## src/rsc_pkg.sv

```systemverilog
// Package for the radix string converter.
// Holds the request and result types, register indexes, character codes and
// the sequencer state type. Depends on nothing.
package rsc_pkg;

  // Field and register widths.
  localparam int CHAR_W     = 8;
  localparam int CFG_W      = 64;
  localparam int CFG_IDX_W  = 3;
  localparam int BASE_W     = 5;
  localparam int DIGIT_W    = 4;
  localparam int ALPHA_SIZE = 16;
  localparam int ALPHA_W    = ALPHA_SIZE * CHAR_W;

  // Largest base either alphabet may use; larger settings are clamped to it.
  localparam int MAX_BASE = 16;

  // Default width of the value being converted.
  localparam int DEF_VALUE_BITS = 32;

  // Configuration register indexes.
  localparam logic [CFG_IDX_W-1:0] CFG_FROM_LO   = 3'd0;
  localparam logic [CFG_IDX_W-1:0] CFG_FROM_HI   = 3'd1;
  localparam logic [CFG_IDX_W-1:0] CFG_FROM_BASE = 3'd2;
  localparam logic [CFG_IDX_W-1:0] CFG_TO_LO     = 3'd3;
  localparam logic [CFG_IDX_W-1:0] CFG_TO_HI     = 3'd4;
  localparam logic [CFG_IDX_W-1:0] CFG_TO_BASE   = 3'd5;

  // Reset values of the configuration registers: alphabet "01", base 2.
  localparam logic [CFG_W-1:0]  ALPHA_LO_RESET = 64'h3130;
  localparam logic [CFG_W-1:0]  ALPHA_HI_RESET = 64'h0;
  localparam logic [BASE_W-1:0] BASE_RESET     = 5'd2;

  // Sign characters.
  localparam logic [CHAR_W-1:0] CH_MINUS = 8'h2D;
  localparam logic [CHAR_W-1:0] CH_PLUS  = 8'h2B;

  // One input request.
  typedef struct packed {
    logic [CHAR_W-1:0] in_char;
    logic              end_of_number;
  } in_item_t;

  // One result character.
  typedef struct packed {
    logic [CHAR_W-1:0] out_char;
    logic              last_char;
  } out_item_t;

  // Sequencer states.
  typedef enum logic [2:0] {
    ST_IDLE,
    ST_PREP,
    ST_DIV_GO,
    ST_DIV_WAIT,
    ST_SIGN,
    ST_READ,
    ST_EMIT
  } state_t;

endpackage

```

## src/rsc_lookup.sv

```systemverilog
// Source alphabet lookup for the radix string converter.
// Compares one character against all alphabet entries in parallel.
// Depends on rsc_pkg.
module rsc_lookup
  import rsc_pkg::*;
(
  input  logic [CHAR_W-1:0]  ch,
  input  logic [ALPHA_W-1:0] alpha,
  input  logic [BASE_W-1:0]  base,
  output logic [BASE_W-1:0]  digit
);

  // Scan from the top so that the lowest matching position wins.
  // A character with no match in the first base entries reads as base.
  always_comb begin
    digit = base;
    for (int k = ALPHA_SIZE - 1; k >= 0; k--) begin
      if ((BASE_W'(k) < base) && (alpha[k*CHAR_W +: CHAR_W] == ch)) begin
        digit = BASE_W'(k);
      end
    end
  end

endmodule

```

## src/rsc_div.sv

```systemverilog
// Restoring divider for the radix string converter.
// Divides an unsigned value by a small base, one quotient bit per cycle.
// Depends on rsc_pkg.
module rsc_div
  import rsc_pkg::*;
#(
  parameter int VALUE_BITS = DEF_VALUE_BITS
) (
  input  logic                  clk,
  input  logic                  rst_n,
  input  logic                  go,
  input  logic [VALUE_BITS-1:0] dividend,
  input  logic [BASE_W-1:0]     divisor,
  output logic                  done,
  output logic [VALUE_BITS-1:0] quotient,
  output logic [DIGIT_W-1:0]    remainder
);

  localparam int CNT_W = $clog2(VALUE_BITS);

  logic                  run_r, run_nxt;
  logic                  done_r, done_nxt;
  logic [CNT_W-1:0]      cnt_r, cnt_nxt;
  logic [VALUE_BITS-1:0] q_r, q_nxt;
  logic [DIGIT_W-1:0]    rem_r, rem_nxt;
  logic [BASE_W-1:0]     div_r, div_nxt;

  logic [BASE_W-1:0] shifted;
  logic [BASE_W-1:0] diff;
  logic              fits;

  // One restoring step: bring down the next dividend bit and try a subtract.
  // The partial remainder stays below the divisor, so it fits in a digit.
  assign shifted = {rem_r, q_r[VALUE_BITS-1]};
  assign fits    = (shifted >= div_r);
  assign diff    = shifted - div_r;

  always_comb begin
    run_nxt  = run_r;
    done_nxt = 1'b0;
    cnt_nxt  = cnt_r;
    q_nxt    = q_r;
    rem_nxt  = rem_r;
    div_nxt  = div_r;
    if (go) begin
      run_nxt = 1'b1;
      cnt_nxt = '0;
      q_nxt   = dividend;
      rem_nxt = '0;
      div_nxt = divisor;
    end else if (run_r) begin
      q_nxt   = {q_r[VALUE_BITS-2:0], fits};
      rem_nxt = fits ? diff[DIGIT_W-1:0] : shifted[DIGIT_W-1:0];
      cnt_nxt = cnt_r + CNT_W'(1);
      if (cnt_r == CNT_W'(VALUE_BITS - 1)) begin
        run_nxt  = 1'b0;
        done_nxt = 1'b1;
      end
    end
  end

  // Control registers.
  always_ff @(posedge clk) begin
    if (!rst_n) begin
      run_r  <= 1'b0;
      done_r <= 1'b0;
      cnt_r  <= '0;
    end else begin
      run_r  <= run_nxt;
      done_r <= done_nxt;
      cnt_r  <= cnt_nxt;
    end
  end

  // Datapath registers.
  always_ff @(posedge clk) begin
    q_r   <= q_nxt;
    rem_r <= rem_nxt;
    div_r <= div_nxt;
  end

  assign done      = done_r;
  assign quotient  = q_r;
  assign remainder = rem_r;

endmodule

```

## src/rsc_digit_mem.sv

```systemverilog
// Digit store for the radix string converter.
// Single write port, single registered read port; contents undefined at reset.
// Depends on rsc_pkg.
module rsc_digit_mem
  import rsc_pkg::*;
#(
  parameter int DEPTH  = DEF_VALUE_BITS,
  parameter int ADDR_W = $clog2(DEF_VALUE_BITS)
) (
  input  logic               clk,
  input  logic               we,
  input  logic [ADDR_W-1:0]  waddr,
  input  logic [DIGIT_W-1:0] wdata,
  input  logic               re,
  input  logic [ADDR_W-1:0]  raddr,
  output logic [DIGIT_W-1:0] rdata
);

  logic [DIGIT_W-1:0] mem_r [DEPTH];
  logic [DIGIT_W-1:0] rdata_r;

  // Write port.
  always_ff @(posedge clk) begin
    if (we) begin
      mem_r[waddr] <= wdata;
    end
  end

  // Registered read port.
  always_ff @(posedge clk) begin
    if (re) begin
      rdata_r <= mem_r[raddr];
    end
  end

  assign rdata = rdata_r;

endmodule

```

## src/radix_string_converter_core.sv

```systemverilog
// Top level of the radix string converter.
// Accumulates source characters, then converts the value with a single divider
// and streams the target characters. Depends on rsc_pkg, rsc_lookup, rsc_div
// and rsc_digit_mem.
//
//   Channel   Ports                       Transfer
//   --------  --------------------------  ------------------------------------
//   request   start, busy, in_data        start high and busy low at the edge
//   result    out_valid, out_data         out_valid high, no stall
//   config    cfg_we, cfg_index, cfg_wdata  cfg_we high at the edge
//
// A request that is not the end of a number leaves busy low.
// The final request keeps busy high while the divider produces the digits,
// one quotient bit per cycle, then while a minus sign for a negative value
// and each digit read back through the digit store are emitted.
// Reset is synchronous and active low; it restores the default alphabets.
// The receiver cannot stall: each result is on out_data for one cycle only.
module radix_string_converter_core
  import rsc_pkg::*;
#(
  parameter int VALUE_BITS = DEF_VALUE_BITS
) (
  input  logic                 clk,
  input  logic                 rst_n,
  input  logic                 start,
  output logic                 busy,
  input  in_item_t             in_data,
  output logic                 out_valid,
  output out_item_t            out_data,
  input  logic                 cfg_we,
  input  logic [CFG_IDX_W-1:0] cfg_index,
  input  logic [CFG_W-1:0]     cfg_wdata
);

  localparam int ADDR_W = $clog2(VALUE_BITS);
  localparam int CNT_W  = $clog2(VALUE_BITS + 1);
  localparam int PROD_W = VALUE_BITS + BASE_W;

  // Configuration registers.
  logic [CFG_W-1:0]  from_lo_r, from_hi_r, to_lo_r, to_hi_r;
  logic [BASE_W-1:0] from_base_r, to_base_r;

  // Sequencer and number state.
  state_t                state_r, state_nxt;
  logic [VALUE_BITS-1:0] acc_r, acc_nxt;
  logic                  neg_flag_r, neg_flag_nxt;
  logic                  at_start_r, at_start_nxt;
  logic [VALUE_BITS-1:0] mag_r, mag_nxt;
  logic                  sign_r, sign_nxt;
  logic [CNT_W-1:0]      cnt_r, cnt_nxt;

  logic [BASE_W-1:0]     from_base_c, to_base_c;
  logic [BASE_W-1:0]     src_digit;
  logic [PROD_W-1:0]     prod;
  logic [VALUE_BITS-1:0] acc_step;
  logic [VALUE_BITS-1:0] signed_val;
  logic                  val_neg;
  logic [VALUE_BITS-1:0] val_abs;
  logic [CNT_W-1:0]      cnt_dec;
  logic [ALPHA_W-1:0]    to_alpha;
  logic                  is_sign;

  logic                  div_go;
  logic                  div_done;
  logic [VALUE_BITS-1:0] div_quot;
  logic [DIGIT_W-1:0]    div_rem;
  logic                  mem_we;
  logic                  mem_re;
  logic [DIGIT_W-1:0]    mem_rdata;

  // Clamp a base setting into the supported range.
  function automatic logic [BASE_W-1:0] clamp_base(input logic [BASE_W-1:0] b);
    logic [BASE_W-1:0] r;
    if (b < BASE_W'(2)) begin
      r = BASE_W'(2);
    end else if (b > BASE_W'(MAX_BASE)) begin
      r = BASE_W'(MAX_BASE);
    end else begin
      r = b;
    end
    return r;
  endfunction

  assign from_base_c = clamp_base(from_base_r);
  assign to_base_c   = clamp_base(to_base_r);
  assign to_alpha    = {to_hi_r, to_lo_r};

  // Source character to digit value.
  rsc_lookup u_lookup (
    .ch    (in_data.in_char),
    .alpha ({from_hi_r, from_lo_r}),
    .base  (from_base_c),
    .digit (src_digit)
  );

  // Accumulate step: acc * base + digit, wrapping at the value width.
  assign prod     = PROD_W'(acc_r) * PROD_W'(from_base_c);
  assign acc_step = prod[VALUE_BITS-1:0] + VALUE_BITS'(src_digit);

  // Apply the sign and take the magnitude of the two's complement value.
  assign signed_val = neg_flag_r ? (~acc_r + VALUE_BITS'(1)) : acc_r;
  assign val_neg    = signed_val[VALUE_BITS-1];
  assign val_abs    = val_neg ? (~signed_val + VALUE_BITS'(1)) : signed_val;

  assign cnt_dec = cnt_r - CNT_W'(1);
  assign is_sign = at_start_r &&
                   ((in_data.in_char == CH_PLUS) || (in_data.in_char == CH_MINUS));

  // Single divider for the target base.
  rsc_div #(
    .VALUE_BITS (VALUE_BITS)
  ) u_div (
    .clk       (clk),
    .rst_n     (rst_n),
    .go        (div_go),
    .dividend  (mag_r),
    .divisor   (to_base_c),
    .done      (div_done),
    .quotient  (div_quot),
    .remainder (div_rem)
  );

  // Digits are stored least significant first and read back in reverse.
  rsc_digit_mem #(
    .DEPTH  (VALUE_BITS),
    .ADDR_W (ADDR_W)
  ) u_mem (
    .clk   (clk),
    .we    (mem_we),
    .waddr (cnt_r[ADDR_W-1:0]),
    .wdata (div_rem),
    .re    (mem_re),
    .raddr (cnt_dec[ADDR_W-1:0]),
    .rdata (mem_rdata)
  );

  // Sequencer: next state, datapath updates and result strobe.
  always_comb begin
    state_nxt    = state_r;
    acc_nxt      = acc_r;
    neg_flag_nxt = neg_flag_r;
    at_start_nxt = at_start_r;
    mag_nxt      = mag_r;
    sign_nxt     = sign_r;
    cnt_nxt      = cnt_r;
    div_go       = 1'b0;
    mem_we       = 1'b0;
    mem_re       = 1'b0;
    out_valid    = 1'b0;
    out_data     = '0;
    case (state_r)
      ST_IDLE: begin
        if (start) begin
          if (is_sign) begin
            neg_flag_nxt = (in_data.in_char == CH_MINUS);
          end else begin
            acc_nxt = acc_step;
          end
          at_start_nxt = 1'b0;
          if (in_data.end_of_number) begin
            at_start_nxt = 1'b1;
            state_nxt    = ST_PREP;
          end
        end
      end
      ST_PREP: begin
        mag_nxt      = val_abs;
        sign_nxt     = val_neg;
        acc_nxt      = '0;
        neg_flag_nxt = 1'b0;
        cnt_nxt      = '0;
        state_nxt    = ST_DIV_GO;
      end
      ST_DIV_GO: begin
        div_go    = 1'b1;
        state_nxt = ST_DIV_WAIT;
      end
      ST_DIV_WAIT: begin
        if (div_done) begin
          mem_we  = 1'b1;
          cnt_nxt = cnt_r + CNT_W'(1);
          mag_nxt = div_quot;
          if (div_quot == '0) begin
            state_nxt = sign_r ? ST_SIGN : ST_READ;
          end else begin
            state_nxt = ST_DIV_GO;
          end
        end
      end
      ST_SIGN: begin
        out_valid          = 1'b1;
        out_data.out_char  = CH_MINUS;
        out_data.last_char = 1'b0;
        state_nxt          = ST_READ;
      end
      ST_READ: begin
        mem_re    = 1'b1;
        state_nxt = ST_EMIT;
      end
      ST_EMIT: begin
        out_valid          = 1'b1;
        out_data.out_char  = to_alpha[{mem_rdata, 3'b000} +: CHAR_W];
        out_data.last_char = (cnt_r == CNT_W'(1));
        cnt_nxt            = cnt_dec;
        state_nxt          = (cnt_r == CNT_W'(1)) ? ST_IDLE : ST_READ;
      end
      default: begin
        state_nxt = ST_IDLE;
      end
    endcase
  end

  assign busy = (state_r != ST_IDLE);

  // Control registers.
  always_ff @(posedge clk) begin
    if (!rst_n) begin
      state_r    <= ST_IDLE;
      acc_r      <= '0;
      neg_flag_r <= 1'b0;
      at_start_r <= 1'b1;
      cnt_r      <= '0;
      sign_r     <= 1'b0;
    end else begin
      state_r    <= state_nxt;
      acc_r      <= acc_nxt;
      neg_flag_r <= neg_flag_nxt;
      at_start_r <= at_start_nxt;
      cnt_r      <= cnt_nxt;
      sign_r     <= sign_nxt;
    end
  end

  // Magnitude being converted.
  always_ff @(posedge clk) begin
    mag_r <= mag_nxt;
  end

  // Configuration writes; indexes beyond the list are ignored.
  always_ff @(posedge clk) begin
    if (!rst_n) begin
      from_lo_r   <= ALPHA_LO_RESET;
      from_hi_r   <= ALPHA_HI_RESET;
      from_base_r <= BASE_RESET;
      to_lo_r     <= ALPHA_LO_RESET;
      to_hi_r     <= ALPHA_HI_RESET;
      to_base_r   <= BASE_RESET;
    end else if (cfg_we) begin
      case (cfg_index)
        CFG_FROM_LO:   from_lo_r   <= cfg_wdata;
        CFG_FROM_HI:   from_hi_r   <= cfg_wdata;
        CFG_FROM_BASE: from_base_r <= cfg_wdata[BASE_W-1:0];
        CFG_TO_LO:     to_lo_r     <= cfg_wdata;
        CFG_TO_HI:     to_hi_r     <= cfg_wdata;
        CFG_TO_BASE:   to_base_r   <= cfg_wdata[BASE_W-1:0];
        default: begin
        end
      endcase
    end
  end

endmodule
```

## config.mk

```make
export PLATFORM = sky130hd
export DESIGN_NAME = radix_string_converter_core
export DESIGN_NICKNAME = d
export VERILOG_FILES = /design/src/rsc_pkg.sv /design/src/rsc_lookup.sv /design/src/rsc_div.sv /design/src/rsc_digit_mem.sv /design/src/radix_string_converter_core.sv
export SDC_FILE = /design/constraint.sdc
export NUM_CORES = 1
export LEC_CHECK = 0
export ABC_CLOCK_PERIOD_IN_PS = 8500
export BUFFER_PORTS_ARGS = -buffer_cell sky130_fd_sc_hd__clkbuf_2
export CAP_MARGIN = 10
export CORE_ASPECT_RATIO = 1.2
export CORE_MARGIN = 1.5
export CORE_UTILIZATION = 51
export CTS_CLUSTER_DIAMETER = 100
export DETAILED_ROUTE_END_ITERATION = 6
export PLACE_DENSITY_LB_ADDON = 0.2
export SYNTH_ARGS = -nofsm -noshare
export SYNTH_HDL_FRONTEND = slang
export SYNTH_HIERARCHICAL = 1
export SYNTH_SLANG_ARGS = --single-unit
```

## constraint.sdc

```tcl
create_clock -name clk -period 8.5 [get_ports clk]
set_input_delay 1.275 -clock clk [delete_from_list [all_inputs] [get_ports clk]]
set_output_delay 1.275 -clock clk [all_outputs]
set_load 0.005 [all_outputs]
```

# Word-level counts from Yosys, hierarchy flattened
# Memories as Yosys holds them, arrays and structs flattened. A register that Yosys moved wholly into a read port is not among the register bits.
# Cells that the tools add are included.
# Widths: inputs -> output; s select.
# word_totals
mem_bits_ro	0
mem_bits_rw	128
out_inout_bits	11
register_bits	390
input_bits	80
n_memories	1
elab_cells	187
latchBits	0
# memory_table
name	words	width	read_ports	rd_clocked_by_memory_dff	write_ports	line	text
u_mem.mem_r	32	4	1	1	1	rsc_digit_mem.sv:19	logic [DIGIT_W-1:0] mem_r [DEPTH];
# op_classes
bitwise_logic	4
div_mod_pow	0
mul	1
shift	1
reduce_logical	42
muxes	54
n_eq_ne	36
n_addsub	7
magnitude_cmp	21
# ops
operator	n
$mux 32	7
$eq 8x8->1	16
$pmux 32 s2	2
$shiftx 128x8->8	1
$mux 5	19
$add 32x1->32 const B	2
$not 32->32	2
$lt 4x5->1 const A	8
$add 32x5->32	1
$logic_not 32->1	1
$mul 32x5->32	1
$pmux 3 s7	1
$lt 3x5->1 const A	4
$pmux 6 s3	1
$pmux 9 s2	1
$reduce_and 2->1	9
$logic_and 1x1->1	17
$eq 8x6->1 const B	2
$eq 3x3->1 const B	5
$mux 1	15
$mux 3	5
$eq 3x2->1 const B	4
$gt 5x5->1 const B	2
$lt 1x5->1 const A	2
other kinds (23)	38

# Longest topological paths before layout
# Gate-level depths: netlist of the first run.
# logic_depth
depth_word	25
depth_mapped	28
mapped_depth_nobuf	26

# By module
# The synthesis of the first run kept the hierarchy.
# by_module_without_submodules
module	area_per_inst_um2	instances	cells_each	seq_area_each_um2
radix_string_converter_core	20525.9	1	2510	7166.9
rsc_digit_mem	5177.5	1	232	3963.8
rsc_div	2195.9	1	151	1331.3
rsc_lookup	2094.5	1	256	0.0

# Worst setup path before layout of the first run
# No wires, ideal clock.
# synth_timing
path_type	input -> register
from	input in_data[7] (netlist bit)
to	register acc_r[25]
setup_time_ns	0.128
t_required_ns	8.372
path_slack_ns	1.600
path_stages	23
path_buffers	2
arrival_time_ns	6.772
cell_sequence	buf_6 > buf_6 > xnor2_1 > nand4_1 > nor3_1 > nand2b_1 > nor4b_2 > nor4bb_1 > inv_1 > fa_1 > fa_1 > fa_1 > inv_1 > ha_1 > and3_1 > a2111oi_0 > a22oi_1 > a211oi_1 > o211ai_1 > a21o_1 > a31oi_1 > xor2_1 > o21ai_0
# synth_via
elab_chain_cells	22
word_cells_on_any_way	58
classes_between	add/sub: 1; eq/ne: 19; mux: 19; reduce/logical: 19
# synth_rtl
item	line	text
from (decl)	radix_string_converter_core.sv:27	input in_item_t in_data,
$eq 8x8->1	rsc_lookup.sv:18	if ((BASE_W'(k) < base) && (alpha[k*CHAR_W +: CHAR_W] == ch)) begin
$logic_and 1x1->1	rsc_lookup.sv:18	
$mux 5 (15 in a row)	rsc_lookup.sv:18	
$mux 5 (*)	rsc_lookup.sv:18	
net src_digit[4]	radix_string_converter_core.sv:53	logic [BASE_W-1:0] src_digit;
$add 32x5->32 (*)	radix_string_converter_core.sv:98	assign acc_step = prod[VALUE_BITS-1:0] + VALUE_BITS'(src_digit);
$mux 32 (*)	radix_string_converter_core.sv:154	if (is_sign) begin
$mux 32 (*)	radix_string_converter_core.sv:153	if (start) begin
$pmux 32 s2 (*)	radix_string_converter_core.sv:151	case (state_r)
to (signal assigned)	radix_string_converter_core.sv:226	acc_r <= acc_nxt;
to (decl)	radix_string_converter_core.sv:45	logic [VALUE_BITS-1:0] acc_r, acc_nxt;
# Mark *: on every way through the listed nets, which the timed path passes. The rest lies on a longest branch. The select of a mux whose other input is x is not followed.
# A chain may end at the register's enable or synchronous reset.

# Final worst setup path of the first run
# layout_timing
from	register from_base_r[2]
to	register acc_r[25]
# layout_via
elab_chain_cells	25
word_cells_on_any_way	57
classes_between	add/sub: 1; mul: 1; order compare: 18; mux: 21; reduce/logical: 16
# layout_rtl
item	line	text
from (decl)	radix_string_converter_core.sv:41	logic [BASE_W-1:0] from_base_r, to_base_r;
from (signal assigned)	radix_string_converter_core.sv:252	CFG_FROM_BASE: from_base_r <= cfg_wdata[BASE_W-1:0];
$gt 5x5->1	radix_string_converter_core.sv:76	end else if (b > BASE_W'(MAX_BASE)) begin
$mux 5	radix_string_converter_core.sv:76	
$mux 5 (*)	radix_string_converter_core.sv:74	if (b < BASE_W'(2)) begin
$lt 4x5->1	rsc_lookup.sv:18	
$logic_and 1x1->1	rsc_lookup.sv:18	
$mux 5 (15 in a row)	rsc_lookup.sv:18	
$mux 5 (*)	rsc_lookup.sv:18	
net src_digit[4]	radix_string_converter_core.sv:53	
$add 32x5->32 (*)	radix_string_converter_core.sv:98	
$mux 32 (*)	radix_string_converter_core.sv:154	
$mux 32 (*)	radix_string_converter_core.sv:153	
$pmux 32 s2 (*)	radix_string_converter_core.sv:151	
# Marks and branches as above.

==> results_tabular.tex, run 1 <==
\begin{tabular}{lr}
\hline
Metric & Value \\
\hline
\multicolumn{2}{l}{\textbf{CTS}} \\
\quad Setup fix buffers added after clock tree synthesis & 0 \\
\quad Number of sinks handled by clock tree synthesis & 522 \\
\quad Total CTS buffers & 54 \\
\quad Buffers from clock root to sink, at most & 3 \\
\quad CTS root buffer & sky130\_fd\_sc\_hd\_\_clkbuf\_16 \\
\quad Gates resized, CTS repair & 0 \\
\quad TritonCTS clock tree & built \\
\quad Skew-Pair Late Insertion Delay & 0.61 ns \\
\quad Clk slew on worst S/H paths & 0.06 ns \\
\quad Number of buffers inserted by hold repair at cts & 0 \\
\quad H-tree level count & 2 \\
\multicolumn{2}{l}{\textbf{Placed design}} \\
\quad Detailed Place HPWL & 58100 um \\
\quad Routability-driven placement congestion ratio & 0.916 \\
\quad Post-Place Setup Slack & 0.682 ns \\
\quad Number of buffer cells added on primary ports & 90 \\
\multicolumn{2}{l}{\textbf{Timing}} \\
\quad Max-slew violations & 0 \\
\quad Final setup TNS & 0 ns \\
\quad Final hold violation count & 0 \\
\quad Number of setup violations in the final report & 0 \\
\quad Share of the clock period used by the worst path after layout & 0.869 \\
\quad Actual transition at the worst max-transition pin & 1.14 ns \\
\quad Clk\_skew & 0.0182 ns \\
\quad Max frequency & 135 MHz \\
\quad Least setup slack across all paths after layout & 1.12 ns \\
\quad Setup repair after global routing missed its margin & no \\
\quad Headroom to the max-slew limit & 0.236 \\
\quad Shortest clock period the worst path allows after layout & 7.38 ns \\
\multicolumn{2}{l}{\textbf{Critical path}} \\
\quad Critical path's top delay family & simple AND/OR/NAND/NOR gates \\
\quad Endpoint kind of the worst setup timing path & register \\
\quad Type of the worst setup path & register to register \\
\quad Worst path bufs/invs & 3 \\
\quad Largest fanout of any net on the critical path & 12 \\
\quad Launching element type of the critical path & register \\
\quad Number of logic stages on the critical path including buffering & 25 \\
\quad Arrival time at the worst endpoint & 7.84 ns \\
\quad Termination of the worst setup path & acc\_r[25]\$\_SDFFE\_PN0P\_ \\
\quad Worst stage delay on the critical path & 0.62 ns \\
\quad R2R Path End & acc\_r[25]\$\_SDFFE\_PN0P\_ \\
\quad Worst Path Required & 8.96 ns \\
\quad Worst reg-to-reg path cell count & 25 \\
\quad Worst R2R Start & from\_base\_r[2]\$\_SDFFE\_PN0P\_ \\
\quad Critical path's most frequent cell & sky130\_fd\_sc\_hd\_\_fa\_1 \\
\quad R2R setup slack & 1.12 ns \\
\quad Worst-path cell with the longest stage delay & sky130\_fd\_sc\_hd\_\_a211oi\_1 \\
\quad Launch point of the worst path & from\_base\_r[2]\$\_SDFFE\_PN0P\_ \\
\multicolumn{2}{l}{\textbf{Run}} \\
\quad Max-cap viol count & 0 \\
\multicolumn{2}{l}{\textbf{Synthesis}} \\
\quad Number of synthesized flops with an enable pin & 201 \\
\quad Top cell types by occurrence after synthesis & sky130\_fd\_sc\_hd\_\_nand2\_1 (678), sky130\_fd\_sc\_hd\_\_dfxtp\_1 (321), sky130\_fd\_sc\_hd\_\_a21oi\_1 (241), sky130\_fd\_sc\_hd\_\_edfxtp\_1 (201), sky130\_fd\_sc\_hd\_\_inv\_1 (187) \\
\quad Ranking of synthesized cells by area & sky130\_fd\_sc\_hd\_\_dfxtp\_1 (21\%), sky130\_fd\_sc\_hd\_\_edfxtp\_1 (20\%), sky130\_fd\_sc\_hd\_\_nand2\_1 (8.5\%), sky130\_fd\_sc\_hd\_\_mux4\_2 (6.0\%), sky130\_fd\_sc\_hd\_\_fa\_1 (5.9\%) \\
\quad Cell taking the most area after synthesis & sky130\_fd\_sc\_hd\_\_dfxtp\_1 \\
\quad Cell with the most instances after synthesis & sky130\_fd\_sc\_hd\_\_nand2\_1 \\
\quad Fraction of registers with async set/reset & 0 \\
\quad Post-synthesis cell type count & 101 \\
\quad Register bit total from synthesis & 522 \\
\quad Post-synthesis instance total & 3149 \\
\quad YS warnings & 6 \\
\quad Post-synthesis net count & 3389 \\
\quad Mapped Avg Cell Area & 9.52 sq um \\
\quad Top\_reg\_cell synth & sky130\_fd\_sc\_hd\_\_dfxtp\_1 \\
\quad Portion of the post-synthesis area used by sequential elements & 0.415 \\
\quad Area share of the largest cell type after synthesis & 0.214 \\
\quad Mapped Area & 0.0300 sq mm \\
\multicolumn{2}{l}{\textbf{Global route}} \\
\quad Most Used Layer, Global Route & met2 \\
\quad Wire length of the first global-routing pass & 130000 um \\
\quad Initial antenna violation count & 4 \\
\quad Met2 Resource Use GR & 0.482 \\
\quad Global-route track usage on met3 & 0.0376 \\
\quad Total global routing track utilization & 0.277 \\
\quad Overflow left after global routing & 0 \\
\quad Pin count of the biggest net entering global routing & 107 \\
\quad Global Route met1 Usage & 0.352 \\
\quad Number of global-route vias before repair & 22700 \\
\multicolumn{2}{l}{\textbf{Floorplan}} \\
\quad Initial cell density of the core & 0.515 \\
\quad Rows & 97 \\
\quad Top-Level Pins & 91 \\
\quad Area of the core & 0.0583 sq mm \\
\quad Total die area & 0.0603 sq mm \\
\quad DIE WIDTH & 224 um \\
\quad Floorplan die height & 269 um \\
\multicolumn{2}{l}{\textbf{Route}} \\
\quad Count of nets left with antenna violations after detail routing & 0 \\
\quad Total Routed Length & 82400 um \\
\quad First-pass iteration count of the detailed router & 5 \\
\quad Detailed router's first-iteration violation count & 1756 \\
\quad Vias per inst & 5.84 \\
\quad Vias & 22800 \\
\quad Average wire per cell in the routed design & 21.1 um \\
\quad DRC violations left & 0 \\
\multicolumn{2}{l}{\textbf{Layout}} \\
\quad Count of fill cells added during filler insertion & 5120 \\
\quad Post-synthesis to final-layout area growth & 8.28\% \\
\quad NumNets Final & 3355 \\
\quad Share of final-layout standard cells stronger than drive strength 1 & 0.122 \\
\multicolumn{2}{l}{\textbf{Power and ir drop}} \\
\quad Worst ir drop on vdd & 0.000170 V \\
\quad P\_leak & 0.0123 uW \\
\quad Power Density & 185 mW/mm\^{}2 \\
\multicolumn{2}{l}{\textbf{Min path}} \\
\quad Worst hold path class & register to register \\
\multicolumn{2}{l}{\textbf{Outcome}} \\
\quad Result of the run & complete, no violations \\
\hline
\end{tabular}
==> cell families (layout without fill, tap and decap cells) <==
logic type,Yosys count,count (layout),synth area share
adder cells (fa/ha/maj),160,160,0.0888
AO/OA/AOI/OAI,538,538,0.112
XOR/XNOR,223,223,0.0665
buffers and inverters,398,407,0.0569
other,0,3,0
AND/OR/NAND/NOR,1172,1172,0.180
multiplexers,136,136,0.0804
flip-flops,522,522,0.415
==> final cells by class <==
class,count,area (sq um),share of cell area
sequential,522,12500,0.384
clock buffer,81,1620,0.0497
multi-input combinational,2229,15900,0.489
antenna,3,7.51,0.000231
clock inverter,18,186,0.00574
timing repair buffer,121,686,0.0211
inverter,187,707,0.0218
tap,742,928,0.0286
==> worst min path at each step <==
stage | startpoint | to | slack (ns) | depth (start not counted)
3_3_place_gp | to_hi_r[24]$_SDFFE_PN0P_ | to_hi_r[24]$_SDFFE_PN0P_ | 0.44 | 2
4_1_cts | to_lo_r[59]$_SDFFE_PN0P_ | to_lo_r[59]$_SDFFE_PN0P_ | 0.46 | 2
3_5_place_dp | to_lo_r[59]$_SDFFE_PN0P_ | to_lo_r[59]$_SDFFE_PN0P_ | 0.45 | 2
6_report | to_lo_r[24]$_SDFFE_PN0P_ | to_lo_r[24]$_SDFFE_PN0P_ | 0.45 | 2
5_1_grt | to_lo_r[16]$_SDFFE_PN0P_ | to_lo_r[16]$_SDFFE_PN0P_ | 0.47 | 2
2_1_floorplan | at_start_r$_SDFFE_PN1P_ | at_start_r$_SDFFE_PN1P_ | 0.43 | 2
==> registers in the layout, summed over array words and instances (netlist names), 3 cells and up <==
signal / count
u_mem/mem_r: 128
mag_r: 32
from_lo_r: 64
to_lo_r: 64
u_div/div_r: 5
state_r: 3
u_div/quotient: 32
u_mem/rdata: 4
u_div/cnt_r: 5
to_hi_r: 64
u_div/remainder: 4
from_hi_r: 64
to_base_r: 5
from_base_r: 5
cnt_r: 6
acc_r: 32
==> stage by stage <==
stage          instance area (sq um)  total power (uW)  hold slack (ns)   util  instances
5_1_grt                        32500              6240            0.472  0.557       3900
2_1_floorplan                  30000              3430            0.433      -       3149
4_1_cts                        32500              6060            0.455  0.557       3900
3_3_place_gp                   30700              3660            0.438  0.526       3801
6_report                       32500              6020            0.453  0.558       3903
3_5_place_dp                   30700              3690            0.447  0.526       3801
==> cell usage in the layout (no fill, tap or decap), types with 16 or more instances in the layout <==
| master | count |
|---|---|
| sky130_fd_sc_hd__a31oi_1 | 18 |
| sky130_fd_sc_hd__nand3_1 | 60 |
| sky130_fd_sc_hd__clkbuf_2 | 89 |
| sky130_fd_sc_hd__a21o_1 | 19 |
| sky130_fd_sc_hd__mux2_2 | 40 |
| sky130_fd_sc_hd__and3_1 | 16 |
| sky130_fd_sc_hd__and2_1 | 103 |
| sky130_fd_sc_hd__mux4_2 | 80 |
| sky130_fd_sc_hd__o21ai_0 | 75 |
| sky130_fd_sc_hd__nor3_1 | 40 |
| sky130_fd_sc_hd__nand2b_1 | 16 |
| sky130_fd_sc_hd__inv_1 | 185 |
| sky130_fd_sc_hd__fa_1 | 88 |
| sky130_fd_sc_hd__edfxtp_1 | 201 |
| sky130_fd_sc_hd__a21boi_0 | 82 |
| sky130_fd_sc_hd__ha_1 | 72 |
| sky130_fd_sc_hd__nor4_1 | 28 |
| sky130_fd_sc_hd__xor2_1 | 109 |
| sky130_fd_sc_hd__xnor2_1 | 108 |
| sky130_fd_sc_hd__nand2_1 | 676 |
| sky130_fd_sc_hd__clkbuf_16 | 56 |
| sky130_fd_sc_hd__a21oi_1 | 241 |
| sky130_fd_sc_hd__dfxtp_1 | 321 |
| sky130_fd_sc_hd__buf_4 | 32 |
| sky130_fd_sc_hd__mux2i_1 | 16 |
| sky130_fd_sc_hd__nor2_1 | 110 |
| sky130_fd_sc_hd__nand4_1 | 28 |
==> report_power, final <==
group | leakage (uW) | internal [uW] | switching [uW] | total [uW]
clock | 0.000889 | 1380 | 1000 | 2380
sequential | 0.00446 | 2810 | 96.8 | 2900
combinational | 0.00694 | 267 | 470 | 737
==> routing by layer <==
layer | share of wire | vias to the layer above
met3 | 0.057 | 146
met5 | 0.00015 | -
li1 | - | 10700
met2 | 0.50 | 730
met4 | 0.034 | 2
met1 | 0.41 | 11200
==> worst register-to-register path, cell delays in order (launching register included) <==
cell and delay (ns):
sky130_fd_sc_hd__dfxtp_1 0.40, sky130_fd_sc_hd__nor2_1 0.07, sky130_fd_sc_hd__nor2_1 0.45, sky130_fd_sc_hd__nor2_2 0.21, sky130_fd_sc_hd__or2_1 0.30, sky130_fd_sc_hd__or2_1 0.26
sky130_fd_sc_hd__o211ai_1 0.21, sky130_fd_sc_hd__nand2_1 0.16, sky130_fd_sc_hd__nor4b_2 0.31, sky130_fd_sc_hd__nor4bb_1 0.34, sky130_fd_sc_hd__inv_1 0.11, sky130_fd_sc_hd__fa_1 0.57
sky130_fd_sc_hd__fa_1 0.44, sky130_fd_sc_hd__fa_1 0.54, sky130_fd_sc_hd__inv_1 0.04, sky130_fd_sc_hd__ha_1 0.33, sky130_fd_sc_hd__and3_1 0.19, sky130_fd_sc_hd__a2111oi_0 0.49
sky130_fd_sc_hd__buf_4 0.21, sky130_fd_sc_hd__a22oi_1 0.14, sky130_fd_sc_hd__a211oi_1 0.62, sky130_fd_sc_hd__o211ai_1 0.19, sky130_fd_sc_hd__a21o_1 0.23, sky130_fd_sc_hd__a31oi_1 0.19
sky130_fd_sc_hd__xor2_1 0.15, sky130_fd_sc_hd__o21ai_0 0.09
(Power assumes the default switching activity.)
==> run 2: changes to the inputs <==
Settings changed: CORE_ASPECT_RATIO 1.2 to not set.
==> run 2 against run 1 <==
  * The run now ends with DRC left
  * Clock power increased by 3%
  * Sequential share of layout area decreased by 0.12 points
  * Highest routed layer is now met4
  * Non-clock buffer count down 2
  * Sequential power barely moved
  * First-iteration DRC count down 2.7%
  * Global-route usage shrank 1.3 points
  * Via count shrank 0.87%
  * Routed wire length fell by 4.0%
  * Flip-flop and latch count did not move
  * Die area about the same
==> results_tabular.tex, run 2 (synthesis results as in run 1) <==
\begin{tabular}{lr}
\hline
Metric & Value \\
\hline
\multicolumn{2}{l}{\textbf{Outcome}} \\
\quad Violated checks & DRC \\
\quad Result of the run & finished, violations left \\
\multicolumn{2}{l}{\textbf{Power and ir drop}} \\
\quad Sequential share of power & 0.477 (-0.005) \\
\quad Switching share of power & 0.263 (+0.00277) \\
\quad Logic gate share of total power & 0.122 (about the same) \\
\quad Power Density & 187 mW/mm\^{}2 (+1.1\%) \\
\quad P\_leak & 0.0123 uW (+0.29\%) \\
\quad Power share of the clock group & 0.401 (+0.006) \\
\quad Worst ir drop on vdd & 0.000169 V (-0.49\%) \\
\quad Cell internal power dissipation & 4500 uW (+1.1\%) \\
\quad Net switching component of the power & 1610 uW (+2.5\%) \\
\multicolumn{2}{l}{\textbf{Timing}} \\
\quad Max-slew violations & 0 (unchanged) \\
\quad Final hold violation count & 0 (unchanged) \\
\quad Number of setup violations in the final report & 0 (unchanged) \\
\quad Max frequency & 130 MHz (-3.7\%) \\
\quad Headroom to the max-slew limit & 0.189 (-0.0467) \\
\quad Shortest clock period the worst path allows after layout & 7.67 ns (+0.286 ns) \\
\quad Least setup slack across all paths after layout & 0.831 ns (-0.286 ns) \\
\quad Setup repair after global routing missed its margin & no \\
\quad Clk\_skew & 0.0293 ns (+0.0111 ns) \\
\quad Actual transition at the worst max-transition pin & 1.21 ns (+0.0624 ns) \\
\quad Share of the clock period used by the worst path after layout & 0.902 (+0.0337) \\
\quad Final setup TNS & 0 ns (unchanged) \\
\multicolumn{2}{l}{\textbf{CTS}} \\
\quad TritonCTS clock tree & built \\
\quad CTS root buffer & sky130\_fd\_sc\_hd\_\_clkbuf\_16 \\
\quad H-tree level count & 2 (unchanged) \\
\quad Total CTS buffers & 55 (+1.9\%) \\
\quad Buffers from clock root to sink, at most & 3 (unchanged) \\
\quad Setup fix buffers added after clock tree synthesis & 0 (unchanged) \\
\quad Number of buffers inserted by hold repair at cts & 0 (unchanged) \\
\quad Gates resized, CTS repair & 0 (unchanged) \\
\quad Skew-Pair Late Insertion Delay & 0.63 ns (+0.02 ns) \\
\quad Number of sinks handled by clock tree synthesis & 522 (unchanged) \\
\quad Clk slew on worst S/H paths & 0.06 ns (about the same) \\
\multicolumn{2}{l}{\textbf{Critical path}} \\
\quad Termination of the worst setup path & acc\_r[29]\$\_SDFFE\_PN0P\_ \\
\quad Worst stage delay on the critical path & 0.67 ns (+0.05 ns) \\
\quad Worst R2R Start & from\_base\_r[2]\$\_SDFFE\_PN0P\_ \\
\quad Worst Path Required & 8.99 ns (+0.03 ns) \\
\quad Largest fanout of any net on the critical path & 34 (+22) \\
\quad Endpoint kind of the worst setup timing path & register \\
\quad Worst reg-to-reg path cell count & 24 (-4.0\%) \\
\quad Cells along the critical path & nor2\_1 -> nor2\_1 -> nor2\_4 -> or3b\_1 -> o2111a\_1 -> nor2\_2 -> nor4b\_2 -> nor4bb\_1 -> inv\_1 -> fa\_1 -> fa\_1 -> fa\_1 -> inv\_1 -> ha\_1 -> and3\_1 -> a2111oi\_0 -> buf\_4 -> a22oi\_1 -> a211oi\_1 -> o31ai\_1 -> a21oi\_1 -> a21oi\_1 -> xnor2\_1 -> o21ai\_0 \\
\quad Type of the worst setup path & register to register \\
\quad R2R setup slack & 0.83 ns (-0.29 ns) \\
\quad Launching element type of the critical path & register \\
\quad R2R Path End & acc\_r[29]\$\_SDFFE\_PN0P\_ \\
\quad Worst-path cell with the longest stage delay & sky130\_fd\_sc\_hd\_\_a211oi\_1 \\
\quad Arrival time at the worst endpoint & 8.16 ns (+0.32 ns) \\
\quad Critical path's most frequent cell & sky130\_fd\_sc\_hd\_\_fa\_1 \\
\quad Launch point of the worst path & from\_base\_r[2]\$\_SDFFE\_PN0P\_ \\
\multicolumn{2}{l}{\textbf{Min path}} \\
\quad Worst hold path class & register to register \\
\multicolumn{2}{l}{\textbf{Route}} \\
\quad Count of nets left with antenna violations after detail routing & 0 (unchanged) \\
\quad Vias per inst & 5.76 (-1.5\%) \\
\quad First-pass iteration count of the detailed router & 7 (+2) \\
\quad Average wire per cell in the routed design & 20.1 um (-4.6\%) \\
\quad DRC violations left & 3 (+3) \\
\quad Vias & 22600 (-0.87\%) \\
\quad Detailed router's first-iteration violation count & 1708 (-2.7\%) \\
\quad Total Routed Length & 79100 um (-4.0\%) \\
\multicolumn{2}{l}{\textbf{Floorplan}} \\
\quad Floorplan die height & 246 um (-8.6\%) \\
\quad Area of the core & 0.0579 sq mm (-0.58\%) \\
\quad Top-Level Pins & 91 (unchanged) \\
\quad DIE WIDTH & 246 um (+9.4\%) \\
\quad Total die area & 0.0603 sq mm (about the same) \\
\quad Rows & 88 (-9.3\%) \\
\quad Initial cell density of the core & 0.518 (+0.00303) \\
\multicolumn{2}{l}{\textbf{Global route}} \\
\quad Wire length of the first global-routing pass & 126000 um (-3.2\%) \\
\quad Pin count of the biggest net entering global routing & 120 (+12\%) \\
\quad Overflow left after global routing & 0 (unchanged) \\
\quad Initial antenna violation count & 3 (-1) \\
\quad Number of global-route vias before repair & 22500 (-1.2\%) \\
\quad Total global routing track utilization & 0.264 (-0.0132) \\
\multicolumn{2}{l}{\textbf{Placed design}} \\
\quad Number of buffer cells added on primary ports & 90 (unchanged) \\
\quad Routability-driven placement congestion ratio & 0.909 (-0.73\%) \\
\quad Post-Place Cells & 3821 (+0.53\%) \\
\quad Detailed Place HPWL & 54700 um (-5.9\%) \\
\quad Post-Place Setup Slack & 0.641 ns (-0.0406 ns) \\
\multicolumn{2}{l}{\textbf{Layout}} \\
\quad Non-filler instance count after layout & 3927 (+0.61\%) \\
\quad Largest register FFs & 128 (unchanged) \\
\quad NumNets Final & 3354 (-0.030\%) \\
\quad Post-synthesis to final-layout area growth & 8.64\% \\
\quad Share of final-layout standard cells stronger than drive strength 1 & 0.125 (+0.00245) \\
\quad Most common cell after layout, fill and taps aside & sky130\_fd\_sc\_hd\_\_nand2\_1 \\
\quad Most used cells in the layout excluding fill and tap cells & sky130\_fd\_sc\_hd\_\_nand2\_1 (676), sky130\_fd\_sc\_hd\_\_dfxtp\_1 (320), sky130\_fd\_sc\_hd\_\_a21oi\_1 (241), sky130\_fd\_sc\_hd\_\_edfxtp\_1 (201), sky130\_fd\_sc\_hd\_\_inv\_1 (185) \\
\quad Largest reg by FF count & u\_mem/mem\_r \\
\multicolumn{2}{l}{\textbf{Run}} \\
\quad Max-cap viol count & 0 (unchanged) \\
\hline
\end{tabular}
## run 2: worst min-delay path by stage
stage	start	endpoint	slack [ns]	depth (start not counted)
2_1_floorplan	at_start_r$_SDFFE_PN1P_	at_start_r$_SDFFE_PN1P_	0.43	2
6_report	to_lo_r[19]$_SDFFE_PN0P_	to_lo_r[19]$_SDFFE_PN0P_	0.45	2
3_3_place_gp	to_lo_r[16]$_SDFFE_PN0P_	to_lo_r[16]$_SDFFE_PN0P_	0.44	2
5_1_grt	to_hi_r[20]$_SDFFE_PN0P_	to_hi_r[20]$_SDFFE_PN0P_	0.47	2
3_5_place_dp	to_hi_r[21]$_SDFFE_PN0P_	to_hi_r[21]$_SDFFE_PN0P_	0.45	2
4_1_cts	to_hi_r[21]$_SDFFE_PN0P_	to_hi_r[21]$_SDFFE_PN0P_	0.45	2
## run 2: power by group through the flow
stage | combinational (uW) | sequential [uW] | clock [uW]
after floorplan | 492 | 2940 | 0
after global placement | 684 | 2980 | 0
after detailed placement | 708 | 2980 | 0
after CTS | 711 | 2930 | 2490
after global routing | 810 | 2930 | 2590
final | 744 | 2910 | 2450
## run 2: layout make-up
type / instances / area [sq um]
inverters: 187 / 707
clock inverters: 26 / 269
flip-flops and latches: 522 / 12500
clock buffers: 77 / 1600
multi-input cells: 2229 / 15900
fillers: 5092 / 25300
well taps: 765 / 957
repair buffers: 119 / 691
diodes: 2 / 5.00
## run 2: layer usage
layer / GRT usage / up-vias / share of wire
li1: - / 10700 / -
met1: 0.366 / 11000 / 0.44
met2: 0.431 / 751 / 0.47
met3: 0.0297 / 144 / 0.057
met4: 0.0852 / 0 / 0.030
met5: 0 / - / 0
## run 2: worst max-delay path, delay by kind of cell (launching register included)
family	cells	cell delay, ns
buffers and inverters	3	0.37
XOR/XNOR	1	0.14
adder cells (fa/ha/maj)	4	1.89
AO/OA/AOI/OAI	8	2.40
flip-flops	1	0.40
AND/OR/NAND/NOR	8	2.32
## run 2: metrics by stage
stage	power, uW	cell area, sq um	util	hold WS, ns
2_1_floorplan	3430	30000	-	0.433
3_3_place_gp	3660	30700	0.530	0.438
3_5_place_dp	3690	30700	0.530	0.446
4_1_cts	6130	32600	0.562	0.454
5_1_grt	6330	32600	0.563	0.470
6_report	6110	32600	0.563	0.451
==> run 3: changes to the inputs <==
Settings changed: REMOVE_ABC_BUFFERS set to 1.
==> run 3 against run 2 <==
  * The flow now finishes without violations
  * Power is 1.0% higher
  * First-iteration DRC count is 1.2% lower
  * Critical path depth up 2
  * Flip-flop and latch count is the same
  * Utilization grew 0.11 points
  * Clock power rose by 2%
  * Sequential power about the same
  * Hold slack improved by 0.0015 ns
  * Via count rose by 0.48%
  * Final cell count hardly changed
  * Sequential share of layout area is 0.076 points lower
  * Register-to-register slack better by 0.27 ns
  * Largest cell class unchanged
==> results_tabular.tex, run 3 (synthesis results as in run 1) <==
\begin{tabular}{lr}
\hline
Metric & Value \\
\hline
\multicolumn{2}{l}{\textbf{Placed design}} \\
\quad Number of buffer cells added on primary ports & 90 (unchanged) \\
\quad Routability-driven placement congestion ratio & 0.895 (-1.6\%) \\
\quad Detailed Place HPWL & 56800 um (+3.9\%) \\
\multicolumn{2}{l}{\textbf{Min path}} \\
\quad Worst hold path class & register to register \\
\multicolumn{2}{l}{\textbf{CTS}} \\
\quad Buffers from clock root to sink, at most & 3 (unchanged) \\
\quad CTS root buffer & sky130\_fd\_sc\_hd\_\_clkbuf\_16 \\
\quad Gates resized, CTS repair & 0 (unchanged) \\
\quad Number of buffers inserted by hold repair at cts & 0 (unchanged) \\
\quad Number of sinks handled by clock tree synthesis & 522 (unchanged) \\
\quad TritonCTS clock tree & built \\
\quad Clk slew on worst S/H paths & 0.06 ns (about the same) \\
\quad Setup fix buffers added after clock tree synthesis & 0 (unchanged) \\
\quad H-tree level count & 2 (unchanged) \\
\quad Total CTS buffers & 55 (unchanged) \\
\quad Skew-Pair Late Insertion Delay & 0.63 ns (about the same) \\
\multicolumn{2}{l}{\textbf{Route}} \\
\quad Detailed router's first-iteration violation count & 1687 (-1.2\%) \\
\quad Vias per inst & 5.78 (+0.43\%) \\
\quad Vias & 22700 (+0.48\%) \\
\quad First-pass iteration count of the detailed router & 6 (-1) \\
\quad Average wire per cell in the routed design & 20.6 um (+2.1\%) \\
\quad DRC violations left & 0 (-3) \\
\quad Count of nets left with antenna violations after detail routing & 0 (unchanged) \\
\quad Total Routed Length & 80800 um (+2.1\%) \\
\multicolumn{2}{l}{\textbf{Global route}} \\
\quad Number of global-route vias before repair & 22600 (+0.44\%) \\
\quad Overflow left after global routing & 0 (unchanged) \\
\quad Wire length of the first global-routing pass & 128000 um (+1.6\%) \\
\quad Pin count of the biggest net entering global routing & 101 (-16\%) \\
\quad Initial antenna violation count & 2 (-1) \\
\quad Total global routing track utilization & 0.270 (+0.00636) \\
\multicolumn{2}{l}{\textbf{Timing}} \\
\quad Share of the clock period used by the worst path after layout & 0.871 (-0.0315) \\
\quad Number of setup violations in the final report & 0 (unchanged) \\
\quad Max-slew violations & 0 (unchanged) \\
\quad Final hold violation count & 0 (unchanged) \\
\quad Max frequency & 135 MHz (+3.6\%) \\
\quad Actual transition at the worst max-transition pin & 1.16 ns (-0.0483 ns) \\
\quad Shortest clock period the worst path allows after layout & 7.40 ns (-0.267 ns) \\
\quad Setup repair after global routing missed its margin & no \\
\quad Clk\_skew & 0.0427 ns (+0.0134 ns) \\
\quad Headroom to the max-slew limit & 0.224 (+0.0346) \\
\quad Final setup TNS & 0 ns (unchanged) \\
\multicolumn{2}{l}{\textbf{Floorplan}} \\
\quad Floorplan die height & 246 um (unchanged) \\
\quad Total die area & 0.0603 sq mm (unchanged) \\
\quad Initial cell density of the core & 0.518 (unchanged) \\
\quad DIE WIDTH & 246 um (unchanged) \\
\quad Top-Level Pins & 91 (unchanged) \\
\quad Rows & 88 (unchanged) \\
\quad Area of the core & 0.0579 sq mm (unchanged) \\
\multicolumn{2}{l}{\textbf{Layout}} \\
\quad Count of fill cells added during filler insertion & 5139 (+0.92\%) \\
\quad Most common cell after layout, fill and taps aside & sky130\_fd\_sc\_hd\_\_nand2\_1 \\
\quad Post-synthesis to final-layout area growth & 8.86\% \\
\quad Share of final-layout standard cells stronger than drive strength 1 & 0.127 (+0.00237) \\
\quad Largest register FFs & 128 (unchanged) \\
\quad Largest reg by FF count & u\_mem/mem\_r \\
\quad NumNets Final & 3360 (+0.18\%) \\
\quad Most used cells in the layout excluding fill and tap cells & sky130\_fd\_sc\_hd\_\_nand2\_1 (676), sky130\_fd\_sc\_hd\_\_dfxtp\_1 (320), sky130\_fd\_sc\_hd\_\_a21oi\_1 (241), sky130\_fd\_sc\_hd\_\_edfxtp\_1 (201), sky130\_fd\_sc\_hd\_\_inv\_1 (185) \\
\quad Diode count & 0 (-2) \\
\multicolumn{2}{l}{\textbf{Critical path}} \\
\quad Endpoint kind of the worst setup timing path & register \\
\quad Arrival time at the worst endpoint & 7.86 ns (-0.30 ns) \\
\quad Worst Path Required & 8.96 ns (-0.03 ns) \\
\quad Largest fanout of any net on the critical path & 18 (-47\%) \\
\quad Launching element type of the critical path & register \\
\quad Type of the worst setup path & register to register \\
\multicolumn{2}{l}{\textbf{Run}} \\
\quad Max-cap viol count & 0 (unchanged) \\
\multicolumn{2}{l}{\textbf{Power and ir drop}} \\
\quad P\_leak & 0.0123 uW (+0.18\%) \\
\quad Tot Pwr & 6170 uW (+1.0\%) \\
\quad Worst ir drop on vdd & 0.000192 V (+14\%) \\
\quad Power Density & 189 mW/mm\^{}2 (+0.80\%) \\
\multicolumn{2}{l}{\textbf{Outcome}} \\
\quad Result of the run & complete, no violations \\
\hline
\end{tabular}
[run 3: cell count changes in the layout (fill, tap and decap cells not counted), moves of 2 or more]
cell	previous run	this run
sky130_fd_sc_hd__clkbuf_8	12	10
sky130_fd_sc_hd__inv_6	1	3
sky130_fd_sc_hd__clkinvlp_4	2	7
sky130_fd_sc_hd__buf_4	29	35
sky130_fd_sc_hd__bufinv_16	3	6
sky130_fd_sc_hd__clkbuf_1	8	5
sky130_fd_sc_hd__clkinv_2	12	10
sky130_fd_sc_hd__diode_2	2	0
sky130_fd_sc_hd__clkinv_4	3	1
[run 3: power by group]
group          switching, uW  internal (uW)
combinational            486            282
clock                   1040           1470
sequential              85.7           2800
total                   1610           4550
[run 3: stage by stage]
| stage | utilization | hold slack [ns] | setup slack, ns | instances | cell area [sq um] |
|---|---|---|---|---|---|
| 6_report | 0.564 | 0.453 | 1.10 | 3929 | 32700 |
| 4_1_cts | 0.563 | 0.452 | 1.11 | 3928 | 32600 |
| 5_1_grt | 0.564 | 0.466 | 0.645 | 3929 | 32700 |
| 3_5_place_dp | 0.530 | 0.444 | 0.813 | 3827 | 30700 |
| 3_3_place_gp | 0.530 | 0.439 | 0.907 | 3827 | 30700 |
| 2_1_floorplan | - | 0.431 | 0.768 | 2938 | 29000 |
[run 3: per-layer routing]
metal	wire length (um)	GRT usage
met1	34600	0.355
met2	39300	0.456
met3	4100	0.0362
met4	2770	0.0964
met5	13	0
[run 3: layout make-up]
cell class / count / area (sq um) / share of cell area
clock buffers: 71 / 1540 / 0.0471
clock inverters: 30 / 363 / 0.0111
inverters: 187 / 707 / 0.0217
multi-input cells: 2229 / 15900 / 0.487
flip-flops and latches: 522 / 12500 / 0.382
well taps: 765 / 957 / 0.0293
repair buffers: 125 / 736 / 0.0225
[run 3: worst max-delay path, stage by stage, from the launching register on]
cell and delay, ns:
sky130_fd_sc_hd__dfxtp_1 0.41, sky130_fd_sc_hd__nor2_1 0.08, sky130_fd_sc_hd__nor2_1 0.37, sky130_fd_sc_hd__nor2_2 0.29, sky130_fd_sc_hd__buf_4 0.29, sky130_fd_sc_hd__a21o_1 0.19, sky130_fd_sc_hd__a21oi_1 0.26, sky130_fd_sc_hd__or3_1 0.17
sky130_fd_sc_hd__and4bb_2 0.26, sky130_fd_sc_hd__nand3_1 0.11, sky130_fd_sc_hd__nor4bb_1 0.35, sky130_fd_sc_hd__inv_1 0.11, sky130_fd_sc_hd__fa_1 0.56, sky130_fd_sc_hd__fa_1 0.43, sky130_fd_sc_hd__fa_1 0.54, sky130_fd_sc_hd__inv_1 0.04
sky130_fd_sc_hd__ha_1 0.32, sky130_fd_sc_hd__and3_1 0.19, sky130_fd_sc_hd__a2111oi_0 0.44, sky130_fd_sc_hd__buf_4 0.20, sky130_fd_sc_hd__a22oi_1 0.14, sky130_fd_sc_hd__a211oi_1 0.63, sky130_fd_sc_hd__o211ai_1 0.20, sky130_fd_sc_hd__a21o_1 0.23
sky130_fd_sc_hd__a31oi_1 0.20, sky130_fd_sc_hd__xor2_1 0.16, sky130_fd_sc_hd__o21ai_0 0.08
[run 3: final timing paths]
kind / startpoint / end / slack, ns / depth (start not counted)
setup / recovery: from_base_r[2]$_SDFFE_PN0P_ / acc_r[25]$_SDFFE_PN0P_ / 1.10 / 26
hold / removal: to_hi_r[10]$_SDFFE_PN0P_ / to_hi_r[10]$_SDFFE_PN0P_ / 0.45 / 2
setup reg to reg: from_base_r[2]$_SDFFE_PN0P_ / acc_r[25]$_SDFFE_PN0P_ / 1.10 / 26
hold reg to reg: to_hi_r[10]$_SDFFE_PN0P_ / to_hi_r[10]$_SDFFE_PN0P_ / 0.45 / 2
